### src/design/qpd_pkg.sv
// Shared types, character codes and hex helpers for the quoted-printable decoder.
// Depends on nothing; used by every other file of the block.
`default_nettype none

package qpd_pkg;

  typedef enum logic [1:0] {
    MODE_PLAIN = 2'd0,
    MODE_EQ    = 2'd1,
    MODE_HEX1  = 2'd2,
    MODE_SKIP  = 2'd3
  } qpd_mode_e;

  localparam logic [7:0] CH_EQ  = 8'h3D;
  localparam logic [7:0] CH_CR  = 8'h0D;
  localparam logic [7:0] CH_LF  = 8'h0A;
  localparam logic [7:0] CH_TAB = 8'h09;
  localparam logic [7:0] CH_SP  = 8'h20;
  localparam logic [7:0] CH_0   = 8'h30;
  localparam logic [7:0] CH_9   = 8'h39;
  localparam logic [7:0] CH_A   = 8'h41;
  localparam logic [7:0] CH_F   = 8'h46;
  localparam logic [7:0] HEX_ALPHA_OFS = 8'h37;  // 'A' - 10

  // Result bundle for one input byte: cnt is the number of valid bytes (0 to 3),
  // byte 0 goes out first.
  typedef struct packed {
    logic [1:0]      cnt;
    logic [2:0][7:0] bytes;
  } qpd_res_t;

  function automatic logic is_hex(input logic [7:0] c);
    return ((c >= CH_0) && (c <= CH_9)) || ((c >= CH_A) && (c <= CH_F));
  endfunction

  function automatic logic [3:0] hex_value(input logic [7:0] c);
    logic [7:0] v;
    if ((c >= CH_0) && (c <= CH_9)) begin
      v = c - CH_0;
    end else begin
      v = c - HEX_ALPHA_OFS;
    end
    return v[3:0];
  endfunction

endpackage

`default_nettype wire

### src/design/qpd_decode.sv
// Decode state machine: mode and held hex digit, plus the result bundle for one byte.
// Depends on qpd_pkg.
`default_nettype none

module qpd_decode (
  input  wire logic             clk_i,
  input  wire logic             rst_ni,
  input  wire logic [7:0]       byte_i,
  input  wire logic             eod_i,
  input  wire logic             advance_i,
  output qpd_pkg::qpd_res_t     res_o
);

  qpd_pkg::qpd_mode_e mode_q, mode_d;
  logic [7:0]         held_q, held_d;

  always_ff @(posedge clk_i or negedge rst_ni) begin
    if (!rst_ni) begin
      mode_q <= qpd_pkg::MODE_PLAIN;
      held_q <= 8'h00;
    end else if (advance_i) begin
      mode_q <= mode_d;
      held_q <= held_d;
    end
  end

  always_comb begin
    mode_d       = mode_q;
    held_d       = held_q;
    res_o.cnt    = 2'd0;
    res_o.bytes  = '0;
    unique case (mode_q)
      qpd_pkg::MODE_PLAIN: begin
        if (byte_i == qpd_pkg::CH_EQ) begin
          mode_d = qpd_pkg::MODE_EQ;
        end else begin
          res_o.cnt      = 2'd1;
          res_o.bytes[0] = byte_i;
        end
      end
      qpd_pkg::MODE_EQ: begin
        if (byte_i == qpd_pkg::CH_LF) begin
          mode_d = qpd_pkg::MODE_PLAIN;
        end else if ((byte_i == qpd_pkg::CH_CR) || (byte_i == qpd_pkg::CH_SP) ||
                     (byte_i == qpd_pkg::CH_TAB)) begin
          mode_d = qpd_pkg::MODE_SKIP;
        end else if (qpd_pkg::is_hex(byte_i) && !eod_i) begin
          held_d = byte_i;
          mode_d = qpd_pkg::MODE_HEX1;
        end else begin
          // invalid escape, or a single digit at end of data: pass raw
          res_o.cnt      = 2'd2;
          res_o.bytes[0] = qpd_pkg::CH_EQ;
          res_o.bytes[1] = byte_i;
          mode_d         = qpd_pkg::MODE_PLAIN;
        end
      end
      qpd_pkg::MODE_HEX1: begin
        if (qpd_pkg::is_hex(byte_i)) begin
          res_o.cnt      = 2'd1;
          res_o.bytes[0] = {qpd_pkg::hex_value(held_q), qpd_pkg::hex_value(byte_i)};
        end else begin
          res_o.cnt      = 2'd3;
          res_o.bytes[0] = qpd_pkg::CH_EQ;
          res_o.bytes[1] = held_q;
          res_o.bytes[2] = byte_i;
        end
        held_d = 8'h00;
        mode_d = qpd_pkg::MODE_PLAIN;
      end
      qpd_pkg::MODE_SKIP: begin
        if (byte_i == qpd_pkg::CH_LF) begin
          mode_d = qpd_pkg::MODE_PLAIN;
        end
      end
      default: begin
        mode_d = qpd_pkg::MODE_PLAIN;
      end
    endcase
    // end of data starts a fresh message
    if (eod_i) begin
      mode_d = qpd_pkg::MODE_PLAIN;
      held_d = 8'h00;
    end
  end

endmodule

`default_nettype wire

### src/design/qpd_out_buf.sv
// Result register: holds one bundle of up to three bytes and emits them one per cycle while out_ready_i is high.
// Depends on qpd_pkg.
`default_nettype none

module qpd_out_buf (
  input  wire logic              clk_i,
  input  wire logic              rst_ni,
  input  wire logic              load_i,
  input  wire qpd_pkg::qpd_res_t res_i,
  output logic                   can_load_o,
  output logic                   out_valid_o,
  input  wire logic              out_ready_i,
  output logic [7:0]             out_byte_o,
  output logic                   run_last_o
);

  logic            vld_q, vld_d;
  logic [1:0]      cnt_q;
  logic [1:0]      idx_q, idx_d;
  logic [2:0][7:0] bytes_q;
  logic            is_last;
  logic            pop;

  assign is_last     = (idx_q == (cnt_q - 2'd1));
  assign pop         = vld_q && out_ready_i;
  assign can_load_o  = !vld_q || (pop && is_last);
  assign out_valid_o = vld_q;
  assign out_byte_o  = bytes_q[idx_q];
  assign run_last_o  = is_last;

  always_comb begin
    vld_d = vld_q;
    idx_d = idx_q;
    if (load_i) begin
      vld_d = 1'b1;
      idx_d = 2'd0;
    end else if (pop) begin
      if (is_last) begin
        vld_d = 1'b0;
      end else begin
        idx_d = idx_q + 2'd1;
      end
    end
  end

  always_ff @(posedge clk_i or negedge rst_ni) begin
    if (!rst_ni) begin
      vld_q <= 1'b0;
      idx_q <= 2'd0;
      cnt_q <= 2'd1;
    end else begin
      vld_q <= vld_d;
      idx_q <= idx_d;
      if (load_i) begin
        cnt_q <= res_i.cnt;
      end
    end
  end

  always_ff @(posedge clk_i) begin
    if (load_i) begin
      bytes_q <= res_i.bytes;
    end
  end

  a_cnt_nonzero: assert property (@(posedge clk_i) disable iff (!rst_ni)
    vld_q |-> (cnt_q != 2'd0))
    else $error("result buffer valid with empty bundle");

  a_idx_in_range: assert property (@(posedge clk_i) disable iff (!rst_ni)
    vld_q |-> (idx_q < cnt_q))
    else $error("result index beyond bundle");

  a_no_drop: assert property (@(posedge clk_i) disable iff (!rst_ni)
    (vld_q && !out_ready_i) |=> (vld_q && $stable(idx_q)))
    else $error("stalled result lost or advanced");

  a_load_when_free: assert property (@(posedge clk_i) disable iff (!rst_ni)
    load_i |-> (can_load_o && (res_i.cnt != 2'd0)))
    else $error("bundle loaded over pending results");

endmodule

`default_nettype wire

### src/design/quoted_printable_decoder.sv
// Top level of the quoted-printable decoder: input register, decode stage, result buffer.
// Depends on qpd_pkg, qpd_decode and qpd_out_buf.
//
// Usage:
//   Input channel (in_valid_i / in_ready_o) carries one encoded byte per transaction,
//   with end_of_data_i marking the final byte of a message. Output channel
//   (out_valid_o / out_ready_i) carries one decoded byte per transaction; run_last_o
//   flags the final byte produced by a given input byte.
//   Data path: an accepted byte lands in the input register, is decoded there and its
//   results move into the result buffer, which drives out_valid_o.
//   Throughput: one input byte per cycle while each byte yields at most one result and
//   out_ready_i stays high. The result buffer emits one byte per cycle while out_ready_i
//   is high, so a byte that yields several results (raw escapes: two or three) holds the
//   input until its last result is emitted. Bytes that yield nothing ('=', soft breaks,
//   skipped whitespace) drain from the input register without touching the buffer.
//   Reset: the decoder returns to plain text mode with no held digit, and both the
//   input register and the result buffer are empty.
//   Receiver stall: the buffer holds its current byte; the input register then holds
//   the next byte that yields results, and in_ready_o drops until space opens up.
`default_nettype none

module quoted_printable_decoder (
  input  wire logic       clk_i,
  input  wire logic       rst_ni,
  input  wire logic       in_valid_i,
  output logic            in_ready_o,
  input  wire logic [7:0] in_byte_i,
  input  wire logic       end_of_data_i,
  output logic            out_valid_o,
  input  wire logic       out_ready_i,
  output logic [7:0]      out_byte_o,
  output logic            run_last_o
);

  // input register
  logic       in_vld_q;
  logic [7:0] in_byte_q;
  logic       in_eod_q;

  qpd_pkg::qpd_res_t res;
  logic              can_load;
  logic              advance;
  logic              load;

  // Advance the held byte when it yields nothing, or when the buffer can take its bundle.
  assign advance    = in_vld_q && ((res.cnt == 2'd0) || can_load);
  assign load       = advance && (res.cnt != 2'd0);
  assign in_ready_o = !in_vld_q || advance;

  always_ff @(posedge clk_i or negedge rst_ni) begin
    if (!rst_ni) begin
      in_vld_q <= 1'b0;
    end else if (in_ready_o) begin
      in_vld_q <= in_valid_i;
    end
  end

  // Payload: capture on every accepted transaction.
  always_ff @(posedge clk_i) begin
    if (in_valid_i && in_ready_o) begin
      in_byte_q <= in_byte_i;
      in_eod_q  <= end_of_data_i;
    end
  end

  qpd_decode u_decode (
    .clk_i     (clk_i),
    .rst_ni    (rst_ni),
    .byte_i    (in_byte_q),
    .eod_i     (in_eod_q),
    .advance_i (advance),
    .res_o     (res)
  );

  qpd_out_buf u_out_buf (
    .clk_i       (clk_i),
    .rst_ni      (rst_ni),
    .load_i      (load),
    .res_i       (res),
    .can_load_o  (can_load),
    .out_valid_o (out_valid_o),
    .out_ready_i (out_ready_i),
    .out_byte_o  (out_byte_o),
    .run_last_o  (run_last_o)
  );

endmodule

`default_nettype wire

### config.mk
export PLATFORM = sky130hd
export DESIGN_NAME = quoted_printable_decoder
export DESIGN_NICKNAME = d
export VERILOG_FILES = /design/src/design/qpd_pkg.sv /design/src/design/qpd_decode.sv /design/src/design/qpd_out_buf.sv /design/src/design/quoted_printable_decoder.sv
export SDC_FILE = /design/constraint.sdc
export NUM_CORES = 1
export LEC_CHECK = 0
export BUFFER_PORTS_ARGS = -buffer_cell sky130_fd_sc_hd__buf_2
export CAP_MARGIN = 20
export CORE_MARGIN = 1
export CORE_UTILIZATION = 40
export CTS_CLUSTER_DIAMETER = 100
export DETAILED_ROUTE_END_ITERATION = 6
export PLACE_DENSITY_LB_ADDON = 0.2
export SLEW_MARGIN = 20
export SYNTH_ARGS = -nofsm -noshare
export SYNTH_HDL_FRONTEND = slang
export SYNTH_HIERARCHICAL = 1
export SYNTH_SLANG_ARGS = --single-unit
### constraint.sdc
create_clock -name clk_i -period 6.83 [get_ports clk_i]
set_input_delay 1.7075 -clock clk_i [delete_from_list [all_inputs] [get_ports clk_i]]
set_output_delay 1.7075 -clock clk_i [all_outputs]
set_load 0.005 [all_outputs]
==> impl_metrics.env, run 1 <==
export IMPL_rsz0062_at_grt="no"
export IMPL_grt_ovfl_total=0
export IMPL_power_density_nw_per_um2=359
export IMPL_tightest_slew_ps=859
export IMPL_yosys_top_cells_area="edfxtp_1 (36%), dfrtp_1 (14%), ha_1 (6.4%)"
export IMPL_post_cts_buffers=0
export IMPL_num_vias=1865
export IMPL_p_leak_nw=1.14
export IMPL_cts_max_level=2
export IMPL_status="finished, final reports clean"
export IMPL_grt_total_usage=0.159
export IMPL_nets=278
export IMPL_cts_resized=0
export IMPL_critPathArrivalTime_ps=3000
export IMPL_crit_path_max_fanout=9
export IMPL_setup_violations=0
export IMPL_die_h_um=84.7
export IMPL_drc_errors=0
export IMPL_yosysTopAreaCellShare=0.362
export IMPL_avgRoutedWirePerCell_um=16.3
export IMPL_clkTransAtPathRegs_ps=90
export IMPL_ant_nets=0
export IMPL_antenna_found_initial=0
export IMPL_cp_common_cell="inv_1"
export IMPL_ys_dominant_reg_cell="edfxtp_1"
export IMPL_maxSlewHeadroom=0.426
export IMPL_cts_hold_buf=0
export IMPL_required_ps=5120
export IMPL_slew_viol_final=0
export IMPL_synth_edf_count=33
export IMPL_crit_type="reg -> out"
export IMPL_final_hold_violation_count=0
export IMPL_cts_buffer_depth=2
export IMPL_cts_num_sinks=49
export IMPL_synth_cells=232
export IMPL_min_period_ps=4710
export IMPL_final_setup_skew_ps=2.46
export IMPL_rows=29
export IMPL_start_util=0.422
export IMPL_layout_drive_gt1_share=0.206
export IMPL_yosys_warnings=6
export IMPL_gp_congestion=0.885
export IMPL_root_buffer="clkbuf_8"
export IMPL_wl_um=5370
export IMPL_yosys_area_top_type="edfxtp_1"
export IMPL_crit_chain="inv_1, ha_1, or3b_2, nand4b_1, and3_1, inv_1, a21oi_1, o21ba_2, nand2_1, buf_2"
export IMPL_critPathLaunchType="flip-flop"
export IMPL_cp_end_kind="primary output"
export IMPL_cpMaxStageDelayCell="edfxtp_1"
export IMPL_grt_max_degree=30
export IMPL_min_path_type="reg -> reg"
export IMPL_chipWidth_um=84.7
export IMPL_drt_iter0_markers=145
export IMPL_hpwl_um=3830
export IMPL_cpPeakStageDelay_ps=510
export IMPL_grt_pass1_wl_um=8730
export IMPL_cts_buffers=5
export IMPL_syn_mean_instance_area_um2=11.8
export IMPL_register_area_um2=1390
export IMPL_grt_pass1_vias=1710
export IMPL_ir_drop_uv=134
export IMPL_fin_crit_sh=0.689
export IMPL_cts_tree="done"
export IMPL_clock_latency_ps=300
export IMPL_yosys_cell_types_count=53
export IMPL_area_growth_syn_to_layout_pct=8.59
export IMPL_yosys_cell_count_top_type="edfxtp_1"
export IMPL_yosys_top_cells_count="edfxtp_1 (33), nand2_1 (19), dfrtp_1 (15)"
export IMPL_synth_seq_cells=49
export IMPL_max_freq_mhz=213
export IMPL_place_port_buffers=23
export IMPL_cpLargestDelayFamily="simple AND/OR/NAND/NOR gates"
export IMPL_via_per_inst=5.67
export IMPL_multi_input_area_um2=1250
export IMPL_firstDrtPassIters=4
export IMPL_io_pins=24
export IMPL_num_fill_cells=590
export IMPL_core_um2=6490
export IMPL_synthArstFlopShare=0.327
export IMPL_power_total_w=0.00107
export IMPL_synthesis_area_um2=2740
export IMPL_dieArea_um2=7180
export IMPL_crit_buf_inv=3
export IMPL_diodes=0
export IMPL_syn_nets=259
export IMPL_ys_seq_area_frac=0.508
export IMPL_fin_setup_tns_ps=0
export IMPL_maxCapViolCount=0
==> cell type report <==
type                            instances  share of cell area
Clock inverter                          3             0.00673
Tap cell                               77              0.0324
Multi-Input combinational cell        163               0.419
Inverter                                9              0.0114
Sequential cell                        49               0.468
Timing Repair Buffer                   23              0.0387
Clock buffer                            5              0.0231
==> flip-flops by register name, indices dropped and copies added (netlist names) <==
signal / flops
u_out_buf/out_valid_o: 1
u_out_buf/bytes_q: 24
in_byte_q: 8
u_out_buf/cnt_q: 2
in_vld_q: 1
u_decode/held_q: 8
in_eod_q: 1
u_out_buf/idx_q: 2
u_decode/mode_q: 2
==> layer usage <==
layer | up-vias | global-route usage | wire [µm]
met5 | - | 0 | 0
met4 | 0 | 0.0663 | 97
met3 | 6 | 0.0305 | 240
met2 | 52 | 0.242 | 2500
met1 | 890 | 0.222 | 2540
li1 | 917 | - | -
==> path summary, 6_finish.rpt <==
| check | from | to | slack (ps) | cells past startpoint |
|---|---|---|---|---|
| min reg2reg | u_decode/held_q[4]$_DFFE_PN0P_ | u_decode/held_q[4]$_DFFE_PN0P_ | 550 | 1 |
| min | u_decode/held_q[4]$_DFFE_PN0P_ | u_decode/held_q[4]$_DFFE_PN0P_ | 550 | 1 |
| max | in_byte_q[1]$_DFFE_PP_ | in_ready_o | 2120 | 10 |
| max in group asynchronous | rst_ni | u_out_buf/cnt_q[0]$_DFFE_PN1P_ | 5190 | 1 |
| max reg2reg | in_byte_q[1]$_DFFE_PP_ | u_out_buf/cnt_q[1]$_DFFE_PN0P_ | 3340 | 9 |
| min in group asynchronous | rst_ni | u_decode/held_q[5]$_DFFE_PN0P_ | 1320 | 1 |
==> cells in the final DEF, fill, tap and decap left out, drive strengths merged, types with 3 or more instances in the layout <==
cell,Yosys,final
a21oi,11,11
a22o,8,8
a31oi,3,3
a32o,8,8
and2,8,8
and3,3,3
buf,4,23
clkbuf,7,5
dfrtp,15,15
edfxtp,33,33
ha,14,14
inv,9,10
mux2,5,5
mux2i,9,9
nand2,19,19
nand3,3,3
nand4b,4,4
nor2,6,6
nor2b,3,3
o211a,3,3
o21a,3,3
o21ai,15,15
or3,3,3
xnor2,4,4
==> stage by stage <==
stage | hold WS (ps) | worst slack, ps | cells | area, µm² | utilization
6_report | 550 | 2120 | 329 | 2970 | 0.458
5_1_grt | 573 | 1980 | 329 | 2970 | 0.458
4_1_cts | 554 | 2140 | 329 | 2970 | 0.458
3_5_place_dp | 530 | 2460 | 321 | 2890 | 0.444
3_3_place_gp | 528 | 2480 | 321 | 2890 | 0.444
2_1_floorplan | 499 | 2730 | 232 | 2740 | -
==> power breakdown <==
group	internal (W)	total, W	switching [W]
sequential	0.000442	0.000519	0.0000774
combinational	0.000170	0.000381	0.000211
clock	0.0000721	0.000168	0.0000957
total	0.000684	0.00107	0.000384
==> cell families after synthesis <==
family	synth area share
adders and majority gates	0.0640
AOI/OAI and AO/OA	0.185
DFF	0.508
xor gates and xnor gates	0.0128
and+or+nand+nor	0.140
buffers and inverters	0.0361
muxes	0.0534
Power figures use the tool's default switching activity.
==> inputs of run 2 (changes only) <==
==> constraint.sdc (replaced) <==
create_clock -name clk_i -period 4.3 [get_ports clk_i]
set_input_delay 1.075 -clock clk_i [delete_from_list [all_inputs] [get_ports clk_i]]
set_output_delay 1.075 -clock clk_i [all_outputs]
set_load 0.005 [all_outputs]
==> impl_metrics.env, run 2 (synthesized netlist as in run 1, its figures left out) <==
export IMPL_setup_violations=0
export IMPL_final_setup_skew_ps=6.85
export IMPL_cts_hold_buf=0
export IMPL_ir_drop_uv=205
export IMPL_reg2reg_to="u_out_buf/cnt_q[1]$_DFFE_PN0P_"
export IMPL_clkTransAtPathRegs_ps=80
export IMPL_register_area_um2=1390
export IMPL_maxCapViolCount=0
export IMPL_holdPathEnd="u_decode/held_q[4]$_DFFE_PN0P_"
export IMPL_fin_util=0.464
export IMPL_diodes=0
export IMPL_slew_viol_final=0
export IMPL_wl_um=5460
export IMPL_dieArea_um2=7180
export IMPL_maxSlewHeadroom=0.581
export IMPL_num_vias=1857
export IMPL_cp_end_kind="primary output"
export IMPL_grt_max_degree=30
export IMPL_placed_cell_area_um2=2900
export IMPL_die_h_um=84.7
export IMPL_grt_total_usage=0.160
export IMPL_cts_resized=0
export IMPL_layout_drive_gt1_share=0.209
export IMPL_reg_largest_list="u_out_buf/bytes_q (24), in_byte_q (8), u_decode/held_q (8)"
export IMPL_cts_tree="done"
export IMPL_tightest_slew_ps=624
export IMPL_fin_crit_sh=0.952
export IMPL_multi_input_area_um2=1250
export IMPL_grt_pass1_vias=1748
export IMPL_root_buffer="clkbuf_8"
export IMPL_io_pins=24
export IMPL_layout_commonest_cell="edfxtp_1"
export IMPL_core_um2=6490
export IMPL_status="finished, final reports clean"
export IMPL_firstDrtPassIters=4
export IMPL_start_util=0.422
export IMPL_final_hold_violation_count=0
export IMPL_r2r_cells=10
export IMPL_largest_register="u_out_buf/bytes_q"
export IMPL_timing_rr_start="in_byte_q[1]$_DFFE_PP_"
export IMPL_nets=280
export IMPL_hp_start="u_decode/held_q[4]$_DFFE_PN0P_"
export IMPL_post_cts_buffers=0
export IMPL_r2r_slack_ps=970
export IMPL_clock_latency_ps=300
export IMPL_drc_errors=0
export IMPL_drt_iter0_markers=166
export IMPL_place_port_buffers=23
export IMPL_gp_congestion=0.845
export IMPL_max_freq_mhz=244
export IMPL_antenna_found_initial=0
export IMPL_most_common_layout_cells="edfxtp_1 (33), buf_2 (23), nand2_1 (19)"
export IMPL_crit_type="reg -> out"
export IMPL_critPathLaunchType="flip-flop"
export IMPL_rsz0062_at_grt="no"
export IMPL_avgRoutedWirePerCell_um=16.5
export IMPL_cts_buffer_depth=2
export IMPL_fin_setup_tns_ps=0
export IMPL_cts_num_sinks=49
export IMPL_hpwl_um=3940
export IMPL_via_per_inst=5.61
export IMPL_cts_buffers=5
export IMPL_grt_ovfl_total=0
export IMPL_hold_depth=1
export IMPL_ant_nets=0
export IMPL_required_ps=3220
export IMPL_rows=29
export IMPL_grt_pass1_wl_um=8950
export IMPL_fin_area_um2=3020
export IMPL_min_period_ps=4090
export IMPL_min_path_type="reg -> reg"
export IMPL_power_density_nw_per_um2=590
export IMPL_chipWidth_um=84.7
export IMPL_p_leak_nw=1.17
export IMPL_power_total_w=0.00178
export IMPL_critPathArrivalTime_ps=3020
export IMPL_largest_reg_flops=24
export IMPL_cts_max_level=2
export IMPL_area_growth_syn_to_layout_pct=10.1
export IMPL_num_fill_cells=594
export IMPL_crit_path_max_fanout=9
==> run 2: cell types whose count changed in the layout (fill, tap and decap cells not counted), sizes merged <==
cell | previous run | this run
buf | 23 | 25
bufinv | 0 | 1
clkbuf | 5 | 7
clkinv | 1 | 0
clkinvlp | 1 | 0
inv | 10 | 9
==> run 2: through the flow <==
step,setup WS (ps),hold slack (ps),std cells
after floorplan,1050,499,232
after global placement,655,530,323
after global routing,63.1,581,331
after CTS,212,557,331
after detailed placement,566,538,323
final,208,558,331
==> run 2: final cells by class <==
class,instances,area share
sequential,49,0.462
multi-input combinational,163,0.414
timing repair buffer,25,0.0431
tap,77,0.0319
clock buffer,7,0.0286
inverter,9,0.0112
clock inverter,1,0.00995
==> run 2: worst max path at each step <==
stage                                 from         end  cells after the start
floorplan           in_byte_q[1]$_DFFE_PP_  in_ready_o                      9
global placement    in_byte_q[1]$_DFFE_PP_  in_ready_o                     10
detailed placement  in_byte_q[1]$_DFFE_PP_  in_ready_o                     10
CTS                 in_byte_q[1]$_DFFE_PP_  in_ready_o                     10
global route        in_byte_q[1]$_DFFE_PP_  in_ready_o                     10
finish              in_byte_q[1]$_DFFE_PP_  in_ready_o                     10
==> run 2: metal layers <==
metal,wire (µm),track usage,vias to the layer above
met3,208,0.0265,7
met5,0,0,-
met4,88,0.0508,0
met2,2580,0.256,44
li1,-,-,921
met1,2580,0.222,885
==> run 2: where the power goes <==
part           leakage, nW  switching [W]  internal (W)  total [W]
registers            0.527       0.000123      0.000700   0.000823
clock network       0.0585       0.000149      0.000190   0.000339
logic                0.586       0.000339      0.000279   0.000617
==> run 2: worst max-delay path, stage by stage (launching register included) <==
cell and delay, ps:
edfxtp_1 500, inv_1 150, ha_1 240, or3b_2 490
nand4b_1 160, and3_1 340, inv_1 150, a21oi_1 290
o21ba_2 230, nand2_1 50, buf_2 120
